**config.mk**
```make
export PLATFORM = sky130hd
export DESIGN_NAME = engine_start_sequencer
export DESIGN_NICKNAME = d
export VERILOG_FILES = /design/src/sv/ess_pkg.sv /design/src/sv/ess_core.sv /design/src/sv/engine_start_sequencer.sv
export VERILOG_INCLUDE_DIRS = /design/src /design/src/sv
export SDC_FILE = /design/constraint.sdc
export NUM_CORES = 1
export LEC_CHECK = 0
export ABC_AREA = 1
export BUFFER_PORTS_ARGS = -buffer_cell sky130_fd_sc_hd__buf_4
export CAP_MARGIN = 5
export CORE_ASPECT_RATIO = 0.5
export CORE_UTILIZATION = 55
export CTS_CLUSTER_SIZE = 40
export DETAILED_ROUTE_END_ITERATION = 12
export GPL_TIMING_DRIVEN = 0
export HOLD_SLACK_MARGIN = 0.15
export PLACE_DENSITY = 0.84
export RECOVER_POWER = 100
export SYNTH_ARGS = -nofsm -noshare
export SYNTH_HDL_FRONTEND = slang
export SYNTH_HIERARCHICAL = 1
export SYNTH_SLANG_ARGS = --single-unit
```
**constraint.sdc**
```tcl
create_clock -name clock -period 5.96 [get_ports clock]
set_input_delay 1.788 -clock clock [delete_from_list [all_inputs] [get_ports clock]]
set_output_delay 1.788 -clock clock [all_outputs]
set_load 0.05 [all_outputs]
```
**src/sv/assert_macros.svh**
```systemverilog
// Assertion macros shared by the engine start sequencer modules.
`ifndef ASSERT_MACROS_SVH
`define ASSERT_MACROS_SVH

// Check that a condition holds at every clock edge outside reset.
`define ESS_ASSERT(label, prop, msg) \
   label: assert property (@(posedge clock) disable iff (reset) (prop)) \
      else $error(msg);

// Check that a condition in one cycle implies another in the same cycle.
`define ESS_ASSERT_IMP(label, pre, post, msg) \
   label: assert property (@(posedge clock) disable iff (reset) (pre) |-> (post)) \
      else $error(msg);

// Check that a condition in one cycle implies another in the next cycle.
`define ESS_ASSERT_NEXT(label, pre, post, msg) \
   label: assert property (@(posedge clock) disable iff (reset) (pre) |=> (post)) \
      else $error(msg);

`endif

```
**src/sv/ess_pkg.sv**
```systemverilog
// Types, constants and helper functions for the engine start sequencer.
package ess_pkg;

   localparam logic [10:0] ESC_MIN_US   = 11'd1000;
   localparam logic [10:0] ESC_MAX_US   = 11'd2000;
   localparam logic [15:0] STEP_WAIT_MS = 16'd2000;
   localparam logic [15:0] LONG_WAIT_MS = 16'd10000;
   localparam logic [15:0] PERIOD_MIN   = 16'd200;
   localparam logic [15:0] PERIOD_MAX   = 16'd60000;
   localparam logic [15:0] MS_SAT       = 16'hFFFF;
   localparam logic [6:0]  PCT_MAX      = 7'd100;

   localparam logic [6:0]  PCT_STEP10   = 7'd10;
   localparam logic [6:0]  PCT_STEP20   = 7'd20;
   localparam logic [6:0]  PCT_STEP30   = 7'd30;
   localparam logic [6:0]  PCT_STEP50   = 7'd50;

   localparam logic [6:0]  AUTO_ESC_RESET   = 7'd80;
   localparam logic [15:0] SPARK_PER_RESET  = 16'd2000;
   localparam logic [6:0]  AUTO_PUMP_RESET  = 7'd50;

   localparam int unsigned PUMP_MIN = 106;
   localparam int unsigned PUMP_MAX = 255;
   localparam int unsigned PUMP_DEN = 198;

   typedef enum logic [2:0] {
      FUNC_TICK   = 3'd0,
      FUNC_ESC    = 3'd1,
      FUNC_PUMP   = 3'd2,
      FUNC_SPARK  = 3'd3,
      FUNC_MODE   = 3'd4
   } func_type;

   typedef enum logic [1:0] {
      CSR_AUTO_ESC   = 2'd0,
      CSR_SPARK_PER  = 2'd1,
      CSR_AUTO_PUMP  = 2'd2
   } csr_addr_type;

   typedef enum logic [3:0] {
      STAGE_IDLE       = 4'd0,
      STAGE_ARM        = 4'd1,
      STAGE_ESC10      = 4'd2,
      STAGE_ESC20      = 4'd3,
      STAGE_ESC30      = 4'd4,
      STAGE_NOISE      = 4'd5,
      STAGE_AUTO_SET   = 4'd6,
      STAGE_AUTO_HOLD  = 4'd7,
      STAGE_SPARK_ON   = 4'd8,
      STAGE_SPARK_WAIT = 4'd9,
      STAGE_RUN        = 4'd10
   } stage_type;

   typedef struct packed {
      logic [2:0] func;
      logic [7:0] value;
      logic [7:0] elapsed_ms;
   } req_type;

   typedef struct packed {
      logic        valid;
      logic [1:0]  index;
      logic [15:0] data;
   } csr_write_type;

   // Member order puts esc_pulse_us in the lowest bits when packed.
   typedef struct packed {
      logic [3:0]  stage_out;
      logic        manual_out;
      logic        spark_out;
      logic [7:0]  pump_duty;
      logic [10:0] esc_pulse_us;
   } rsp_type;

   typedef logic [127:0][7:0] pump_table_type;

   function automatic logic [6:0] clamp_pct(input logic [7:0] p);
      clamp_pct = (p > {1'b0, PCT_MAX}) ? PCT_MAX : p[6:0];
   endfunction

   // 1000 + 10 * p, as two shifts and two adds.
   function automatic logic [10:0] pulse_of(input logic [6:0] p);
      pulse_of = ESC_MIN_US + ({4'b0, p} << 3) + ({4'b0, p} << 1);
   endfunction

   // Rounded pump map, worked out once at elaboration.
   function automatic pump_table_type build_pump_table();
      pump_table_type t;
      int unsigned    p;
      int unsigned    num;
      for (int i = 0; i < 128; i++) begin
         p = (i > 100) ? 100 : i;
         if (p == 0) begin
            t[i] = 8'd0;
         end else begin
            num  = (p - 1) * (PUMP_MAX - PUMP_MIN);
            t[i] = 8'(PUMP_MIN + (2 * num + PUMP_DEN / 2) / PUMP_DEN);
         end
      end
      return t;
   endfunction

   localparam pump_table_type PUMP_TABLE = build_pump_table();

endpackage

```
**src/sv/ess_core.sv**
```systemverilog
// Sequencer state, configuration registers and the per-event update logic.
`include "assert_macros.svh"

module ess_core
   import ess_pkg::*;
(
   input  logic          clock,
   input  logic          reset,
   input  logic          step,
   input  req_type       req,
   input  csr_write_type csr,
   output rsp_type       result
);

   logic        manual_ff, manual_in;
   stage_type   stage_ff, stage_in;
   logic [10:0] esc_now_ff, esc_now_in;
   logic [10:0] esc_target_ff, esc_target_in;
   logic [7:0]  pump_ff, pump_in;
   logic        spark_ff, spark_in;
   logic        spark_en_ff, spark_en_in;
   logic [15:0] stage_ms_ff, stage_ms_in;
   logic [15:0] spark_ms_ff, spark_ms_in;

   logic [6:0]  auto_esc_ff, auto_esc_in;
   logic [15:0] spark_per_ff, spark_per_in;
   logic [6:0]  auto_pump_ff, auto_pump_in;

   logic [16:0] stage_sum;
   logic [16:0] spark_sum;
   logic [15:0] stage_ms_acc;
   logic [15:0] spark_ms_acc;
   logic        mode_on;
   logic        stage_go;
   logic [6:0]  value_pct;

   assign stage_sum    = {1'b0, stage_ms_ff} + {9'b0, req.elapsed_ms};
   assign spark_sum    = {1'b0, spark_ms_ff} + {9'b0, req.elapsed_ms};
   assign stage_ms_acc = stage_sum[16] ? MS_SAT : stage_sum[15:0];
   assign spark_ms_acc = spark_sum[16] ? MS_SAT : spark_sum[15:0];
   assign mode_on      = (req.value == 8'd1) || (req.value == 8'hFF);
   assign value_pct    = clamp_pct(req.value);

   // Next stage: mode switches and timed advances of the auto sequence.
   always_comb begin
      stage_in = stage_ff;
      stage_go = 1'b0;
      if (step && req.func == FUNC_MODE) begin
         if (mode_on && manual_ff) begin
            stage_in = STAGE_ARM;
         end else if (!mode_on && !manual_ff) begin
            stage_in = STAGE_IDLE;
         end
      end else if (step && req.func == FUNC_TICK && !manual_ff) begin
         unique case (stage_ff) inside
            STAGE_ARM, STAGE_AUTO_SET, STAGE_SPARK_ON: begin
               stage_go = 1'b1;
            end
            STAGE_ESC10, STAGE_ESC20, STAGE_ESC30, STAGE_SPARK_WAIT: begin
               stage_go = stage_ms_acc > STEP_WAIT_MS;
            end
            STAGE_NOISE, STAGE_AUTO_HOLD: begin
               stage_go = stage_ms_acc > LONG_WAIT_MS;
            end
            default: begin
               stage_go = 1'b0;
            end
         endcase
         if (stage_go) begin
            stage_in = stage_type'(stage_ff + 4'd1);
         end
      end
   end

   // Drive outputs and the remaining state for the accepted event.
   always_comb begin
      manual_in     = manual_ff;
      esc_now_in    = esc_now_ff;
      esc_target_in = esc_target_ff;
      pump_in       = pump_ff;
      spark_in      = spark_ff;
      spark_en_in   = spark_en_ff;
      stage_ms_in   = stage_ms_ff;
      spark_ms_in   = spark_ms_ff;
      if (step) begin
         case (req.func)
            FUNC_TICK: begin
               stage_ms_in = stage_ms_acc;
               spark_ms_in = spark_ms_acc;
               if (esc_now_ff < esc_target_ff) begin
                  esc_now_in = esc_now_ff + 11'd1;
               end else if (esc_now_ff > esc_target_ff) begin
                  esc_now_in = esc_now_ff - 11'd1;
               end
               if (stage_go) begin
                  case (stage_ff)
                     STAGE_ARM: begin
                        esc_target_in = pulse_of(PCT_STEP10);
                        stage_ms_in   = 16'd0;
                     end
                     STAGE_ESC10: begin
                        esc_target_in = pulse_of(PCT_STEP20);
                        stage_ms_in   = 16'd0;
                     end
                     STAGE_ESC20: begin
                        esc_target_in = pulse_of(PCT_STEP30);
                        stage_ms_in   = 16'd0;
                     end
                     STAGE_ESC30: begin
                        esc_target_in = pulse_of(PCT_STEP50);
                        stage_ms_in   = 16'd0;
                     end
                     STAGE_AUTO_SET: begin
                        esc_target_in = pulse_of(auto_esc_ff);
                        stage_ms_in   = 16'd0;
                     end
                     STAGE_SPARK_ON: begin
                        spark_en_in = 1'b1;
                        spark_ms_in = 16'd0;
                        stage_ms_in = 16'd0;
                     end
                     STAGE_SPARK_WAIT: begin
                        pump_in = PUMP_TABLE[auto_pump_ff];
                     end
                     default: begin
                     end
                  endcase
               end
               // Toggle spark every half period once it is enabled.
               if (!manual_ff && spark_en_in && spark_ms_in >= {1'b0, spark_per_ff[15:1]}) begin
                  spark_in    = !spark_ff;
                  spark_ms_in = 16'd0;
               end
            end
            FUNC_ESC: begin
               if (manual_ff) begin
                  if (req.value == 8'd0) begin
                     esc_target_in = ESC_MIN_US;
                     esc_now_in    = ESC_MIN_US;
                  end else begin
                     esc_target_in = pulse_of(value_pct);
                  end
               end
            end
            FUNC_PUMP: begin
               if (manual_ff) begin
                  pump_in = PUMP_TABLE[value_pct];
               end
            end
            FUNC_SPARK: begin
               if (manual_ff) begin
                  spark_in = mode_on;
               end
            end
            FUNC_MODE: begin
               if (mode_on == manual_ff) begin
                  manual_in     = !mode_on;
                  esc_target_in = ESC_MIN_US;
                  esc_now_in    = ESC_MIN_US;
                  pump_in       = 8'd0;
                  spark_in      = 1'b0;
                  spark_en_in   = 1'b0;
               end
            end
            default: begin
            end
         endcase
      end
   end

   // Configuration is taken in manual mode only.
   always_comb begin
      auto_esc_in  = auto_esc_ff;
      spark_per_in = spark_per_ff;
      auto_pump_in = auto_pump_ff;
      if (csr.valid && manual_ff) begin
         case (csr.index)
            CSR_AUTO_ESC: begin
               auto_esc_in = clamp_pct({1'b0, csr.data[6:0]});
            end
            CSR_SPARK_PER: begin
               if (csr.data < PERIOD_MIN) begin
                  spark_per_in = PERIOD_MIN;
               end else if (csr.data > PERIOD_MAX) begin
                  spark_per_in = PERIOD_MAX;
               end else begin
                  spark_per_in = csr.data;
               end
            end
            CSR_AUTO_PUMP: begin
               auto_pump_in = clamp_pct({1'b0, csr.data[6:0]});
            end
            default: begin
            end
         endcase
      end
   end

   always_ff @(posedge clock) begin
      if (reset) begin
         manual_ff     <= 1'b1;
         stage_ff      <= STAGE_IDLE;
         esc_now_ff    <= ESC_MIN_US;
         esc_target_ff <= ESC_MIN_US;
         pump_ff       <= 8'd0;
         spark_ff      <= 1'b0;
         spark_en_ff   <= 1'b0;
         stage_ms_ff   <= 16'd0;
         spark_ms_ff   <= 16'd0;
         auto_esc_ff   <= AUTO_ESC_RESET;
         spark_per_ff  <= SPARK_PER_RESET;
         auto_pump_ff  <= AUTO_PUMP_RESET;
      end else begin
         manual_ff     <= manual_in;
         stage_ff      <= stage_in;
         esc_now_ff    <= esc_now_in;
         esc_target_ff <= esc_target_in;
         pump_ff       <= pump_in;
         spark_ff      <= spark_in;
         spark_en_ff   <= spark_en_in;
         stage_ms_ff   <= stage_ms_in;
         spark_ms_ff   <= spark_ms_in;
         auto_esc_ff   <= auto_esc_in;
         spark_per_ff  <= spark_per_in;
         auto_pump_ff  <= auto_pump_in;
      end
   end

   assign result.esc_pulse_us = esc_now_in;
   assign result.pump_duty    = pump_in;
   assign result.spark_out    = spark_in;
   assign result.manual_out   = manual_in;
   assign result.stage_out    = stage_in;

   `ESS_ASSERT(esc_in_range, esc_now_ff >= ESC_MIN_US && esc_now_ff <= ESC_MAX_US && esc_target_ff >= ESC_MIN_US && esc_target_ff <= ESC_MAX_US, "ESC pulse left its range")
   `ESS_ASSERT_IMP(manual_stage_idle, manual_ff, stage_ff == STAGE_IDLE, "stage active in manual mode")
   `ESS_ASSERT_IMP(spark_enable_late, spark_en_ff, !manual_ff && (stage_ff == STAGE_SPARK_WAIT || stage_ff == STAGE_RUN), "spark enabled outside its stages")
   `ESS_ASSERT(period_in_range, spark_per_ff >= PERIOD_MIN && spark_per_ff <= PERIOD_MAX, "spark period out of range")

endmodule

```
**src/sv/engine_start_sequencer.sv**
```systemverilog
// Top level of the engine start sequencer: request and result registers around the core.
//
// Each event transfer (tick, manual ESC, pump or spark command, mode switch) yields one result
// that reports the state after the event. One event is taken every clock cycle while the result
// side is not held by back-pressure; a result passes through the request register and then the
// result register, and both registers advance together so a waiting result never blocks the next
// request while the result side is free. Configuration writes are always accepted
// (csr_ready is always high) and take effect only in manual mode; writes to an index beyond
// the three registers are dropped.
`include "assert_macros.svh"

module engine_start_sequencer
   import ess_pkg::*;
(
   input  logic        clock,
   input  logic        reset,
   input  logic        req_tvalid,
   output logic        req_tready,
   input  logic [15:0] req_tdata,   // [7:0] value, [15:8] elapsed_ms
   input  logic [2:0]  req_tuser,   // [2:0] func
   output logic        rsp_tvalid,
   input  logic        rsp_tready,
   output logic [31:0] rsp_tdata,   // [10:0] esc_pulse_us, [18:11] pump_duty, [19] spark_out,
                                    // [20] manual_out, [24:21] stage_out, rest zero
   input  logic        csr_valid,
   output logic        csr_ready,
   input  logic [1:0]  csr_index,
   input  logic [15:0] csr_data
);

   logic          in_valid_ff, in_valid_in;
   req_type       req_ff, req_in;
   logic          rsp_valid_ff, rsp_valid_in;
   rsp_type       rsp_ff, rsp_in;
   logic          advance;
   logic          step;
   logic          req_xfer;
   csr_write_type csr;
   rsp_type       core_result;

   assign advance    = !rsp_valid_ff || rsp_tready;
   assign step       = advance && in_valid_ff;
   assign req_tready = !in_valid_ff || advance;
   assign req_xfer   = req_tvalid && req_tready;
   assign csr_ready  = 1'b1;

   assign csr.valid = csr_valid;
   assign csr.index = csr_index;
   assign csr.data  = csr_data;

   ess_core u_core (
      .clock  (clock),
      .reset  (reset),
      .step   (step),
      .req    (req_ff),
      .csr    (csr),
      .result (core_result)
   );

   always_comb begin
      in_valid_in = in_valid_ff;
      req_in      = req_ff;
      if (req_xfer) begin
         in_valid_in       = 1'b1;
         req_in.func       = req_tuser;
         req_in.value      = req_tdata[7:0];
         req_in.elapsed_ms = req_tdata[15:8];
      end else if (step) begin
         in_valid_in = 1'b0;
      end
   end

   always_comb begin
      rsp_valid_in = rsp_valid_ff;
      rsp_in       = rsp_ff;
      if (advance) begin
         rsp_valid_in = in_valid_ff;
      end
      if (step) begin
         rsp_in = core_result;
      end
   end

   always_ff @(posedge clock) begin
      if (reset) begin
         in_valid_ff  <= 1'b0;
         rsp_valid_ff <= 1'b0;
      end else begin
         in_valid_ff  <= in_valid_in;
         rsp_valid_ff <= rsp_valid_in;
      end
   end

   always_ff @(posedge clock) begin
      req_ff <= req_in;
      rsp_ff <= rsp_in;
   end

   assign rsp_tvalid = rsp_valid_ff;
   assign rsp_tdata  = {7'b0, rsp_ff};

   `ESS_ASSERT_IMP(full_stall_blocks, in_valid_ff && rsp_valid_ff && !rsp_tready, !req_tready, "request taken while both stages are held")
   `ESS_ASSERT_NEXT(step_gives_result, step, rsp_valid_ff, "processed event produced no result")

endmodule
```
==> impl_metrics.sql <==
INSERT INTO impl_metrics (metric_group, metric, value, unit) VALUES
('run_status', 'outcome', 'finished, final reports clean', ''),
('power_and_ir_drop', 'clockPowerShare', '0.421', ''),
('cts', 'cts_buffer_depth', '2', ''),
('timing', 'timing.final.ws_setup', '544', 'ps'),
('routing', 'postRouteWirelength', '28.8', 'mm'),
('timing', 'setup_viol_count_final', '0', ''),
('floorplanning', 'die_area', '0.0192', 'mm^2'),
('placed_design', 'dp_slack', '201', 'ps'),
('routing', 'route.detailed.drc', '0', ''),
('placed_design', 'portBuffers', '68', ''),
('setup_path', 'timing.critical_path.to', 'rsp_tdata[19]', ''),
('grt', 'grt.met3_usage', '0.0561', ''),
('cells_and_area', 'layout.cells.most_common_list', 'sky130_fd_sc_hd__nand2_1, sky130_fd_sc_hd__inv_1, sky130_fd_sc_hd__a21oi_1', ''),
('synth', 'synth-async-reset-ratio', '0', ''),
('grt', 'grt_max_degree', '27', ''),
('power_and_ir_drop', 'net-switching-power', '0.000860', 'W'),
('timing', 'worst_slew_margin_rel', '0.352', ''),
('timing', 'report.final.slew_viol_count', '0', ''),
('setup_path', 'worstSetupPathType', 'reg -> reg', ''),
('cells_and_area', 'multi_input_area', '0.00561', 'mm^2'),
('timing', 'tightestPinTransition', '962', 'ps'),
('setup_path', 'critPathRequiredTime', '6160', 'ps'),
('grt', 'grt.total_usage', '0.305', ''),
('cells_and_area', 'antenna_cells', '0', ''),
('floorplanning', 'horizontal_die_dimension', '195', 'um'),
('grt', 'grt_busiest_layer', 'met2', ''),
('synth', 'synth_enable_flop_cells', '44', ''),
('min_path', 'holdCritStartpoint', 'u_core/stage_ms_ff[15]', ''),
('cts', 'clk_transition_reported_paths', '80', 'ps'),
('synth', 'synth-seq-area-share', '0.338', ''),
('routing', 'drt.antenna.violating_nets', '0', ''),
('cells_and_area', 'syn2layout_area_growth', '12.6', '%'),
('synth', 'postSynthRegisterBits', '151', ''),
('synth', 'mappedNetlistArea', '0.0103', 'mm^2'),
('setup_path', 'r2r_cells', '47', ''),
('power_and_ir_drop', 'switching_share', '0.322', ''),
('setup_path', 'worst_setup_path_end_kind', 'flip-flop', ''),
('timing', 'final_min_period_over_clock_period', '0.909', ''),
('floorplanning', 'ios', '77', ''),
('power_and_ir_drop', 'intPower', '0.00181', 'W'),
('cells_and_area', 'final_cell_count_without_fillers', '1805', ''),
('cts', 'htree_levels', '4', ''),
('setup_path', 'path_max_fanout', '10', ''),
('cells_and_area', 'layout.cell_area.non_filler', '0.0115', 'mm^2'),
('power_and_ir_drop', 'cell_area_power_density', '231', 'mW/mm^2'),
('routing', 'mean_routed_wirelength_per_cell', '16.0', 'um'),
('timing', 'timing_hold_violations_final', '0', ''),
('cells_and_area', 'drive_above_1_share', '0.0796', ''),
('cts', 'clock_latency_on_the_worst_skew_pair', '440', 'ps'),
('timing', 'achievable-frequency', '0.185', 'GHz'),
('floorplanning', 'core', '0.0178', 'mm^2'),
('power_and_ir_drop', 'p_seq_frac', '0.420', ''),
('placed_design', 'detailedPlacementHpwl', '21.9', 'mm'),
('setup_path', 'critical-path-slowest-cell', 'sky130_fd_sc_hd__edfxtp_1', ''),
('floorplanning', 'placement_rows', '34', ''),
('setup_path', 'cp_common_cell', 'sky130_fd_sc_hd__nand2_1', ''),
('min_path', 'min-delay-path-class', 'reg -> reg', ''),
('grt', 'global_route_wire_length_before_repair', '46.7', 'mm'),
('cts', 'cts.root.buffer_cell', 'sky130_fd_sc_hd__clkbuf_16', ''),
('cts', 'cts_num_sinks', '151', ''),
('timing', 'unrepaired_setup_endpoints_after_global_routing', 'no', ''),
('routing', 'via_per_inst', '5.67', ''),
('placed_design', 'place_inst', '1773', ''),
('run', 'max_cap_violations', '0', ''),
('grt', 'grt_remaining_overflow', '0', ''),
('routing', 'detail_route.first_pass.iterations', '6', ''),
('power_and_ir_drop', 'leakage', '5.45', 'nW'),
('grt', 'globalRouteMet1Util', '0.410', ''),
('setup_path', 'worst_setup_path_start_kind', 'flip-flop', ''),
('synth', 'syn_avg_cell_area', '7.00', 'um^2'),
('cts', 'clock_tree_from_tritoncts', 'built', '');
-- sequential cells by signal (all words and copies together), names as in the netlist, 4 cells and up, named ones only --
register,flops
u_core/auto_pump_ff,7
rsp_tdata,25
req_ff,19
u_core/spark_ms_ff,16
u_core/esc_target_ff,10
u_core/spark_per_ff,15
u_core/auto_esc_ff,7
u_core/stage_ms_ff,16
u_core/stage_ff,4
u_core/pump_ff,8
u_core/esc_now_ff,11
-- per-stage QoR --
stage	hold WS, ps	total power, W	TNS [ps]	utilization
after floorplan	433	0.00143	0	-
after global placement	454	0.00155	-9640	0.623
after detailed placement	458	0.00156	0	0.625
after CTS	470	0.00268	0	0.660
after global routing	496	0.00276	0	0.649
final	474	0.00267	0	0.649
-- routing by layer --
layer,up-vias,share of wire,wire [um]
met5,-,0,0
met4,0,0.016,467
met3,45,0.088,2540
met2,441,0.44,12800
met1,4767,0.45,13000
li1,4989,-,-
-- synth_stat cells (17+ instances only) --
library cell | instances | area share
sky130_fd_sc_hd__edfxtp_1 | 44 | 0.13
sky130_fd_sc_hd__clkbuf_1 | 21 | 0.0077
sky130_fd_sc_hd__nand2_2 | 19 | 0.012
sky130_fd_sc_hd__nor3_1 | 31 | 0.015
sky130_fd_sc_hd__dfxtp_1 | 107 | 0.21
sky130_fd_sc_hd__ha_1 | 79 | 0.096
sky130_fd_sc_hd__inv_1 | 244 | 0.089
sky130_fd_sc_hd__o211ai_1 | 19 | 0.014
sky130_fd_sc_hd__o21ai_0 | 87 | 0.042
sky130_fd_sc_hd__nor2_1 | 127 | 0.046
sky130_fd_sc_hd__nand2_1 | 318 | 0.12
sky130_fd_sc_hd__nand4_1 | 17 | 0.010
sky130_fd_sc_hd__a21oi_1 | 124 | 0.061
sky130_fd_sc_hd__nand3_1 | 78 | 0.038
-- power groups by stage --
stage	clock network [W]	registers, W	logic, W
finish	0.00112	0.00112	0.000423
global route	0.00117	0.00113	0.000466
CTS	0.00113	0.00112	0.000422
detailed placement	0	0.00114	0.000417
global placement	0	0.00114	0.000404
floorplan	0	0.00116	0.000271
-- kinds of logic (layout without fill, tap and decap cells) --
logic type / count (synthesis) / count (layout) / synth area share
and+or+nand+nor: 628 / 628 / 0.265
AOI/OAI and AO/OA: 292 / 292 / 0.164
buffers and inverters: 290 / 391 / 0.113
DFF: 151 / 151 / 0.338
adders and majority gates: 83 / 83 / 0.104
xor gates and xnor gates: 18 / 18 / 0.0154
other: 2 / 8 / 0.000732
-- worst min-delay path by stage --
| stage | to | slack [ps] | cells past startpoint |
|---|---|---|---|
| 2_1_floorplan | u_core/esc_target_ff[1] | 430 | 2 |
| 3_3_place_gp | u_core/stage_ms_ff[15] | 450 | 2 |
| 3_5_place_dp | u_core/stage_ms_ff[15] | 460 | 2 |
| 4_1_cts | u_core/spark_per_ff[15] | 470 | 2 |
| 5_1_grt | u_core/spark_ms_ff[3] | 500 | 2 |
| 6_report | u_core/stage_ms_ff[15] | 470 | 2 |
-- critical path: cells and delay by family, from the launching register on --
| kind | cells | cell delay, ps |
|---|---|---|
| simple gates | 39 | 3210 |
| buf+inv | 4 | 380 |
| flops | 1 | 420 |
| compound gates | 1 | 160 |
| fa+ha+maj | 3 | 1020 |
-- area by class of cell --
class	instances	share of cell area
well taps	234	0.0254
multi-input cells	1029	0.485
flip-flops and latches	151	0.300
clock inverters	15	0.0174
plain buffers	40	0.0178
clock buffers	17	0.0368
repair buffers	69	0.0359
inverters	250	0.0814
-- timing repair --
item	4_1_cts	5_1_grt
gates resized for setup	0	1
hold buffers	0	0
buffers inserted	0	0
setup endpoints to repair	0	1
Note: power is estimated with default switching activity, not from simulation.
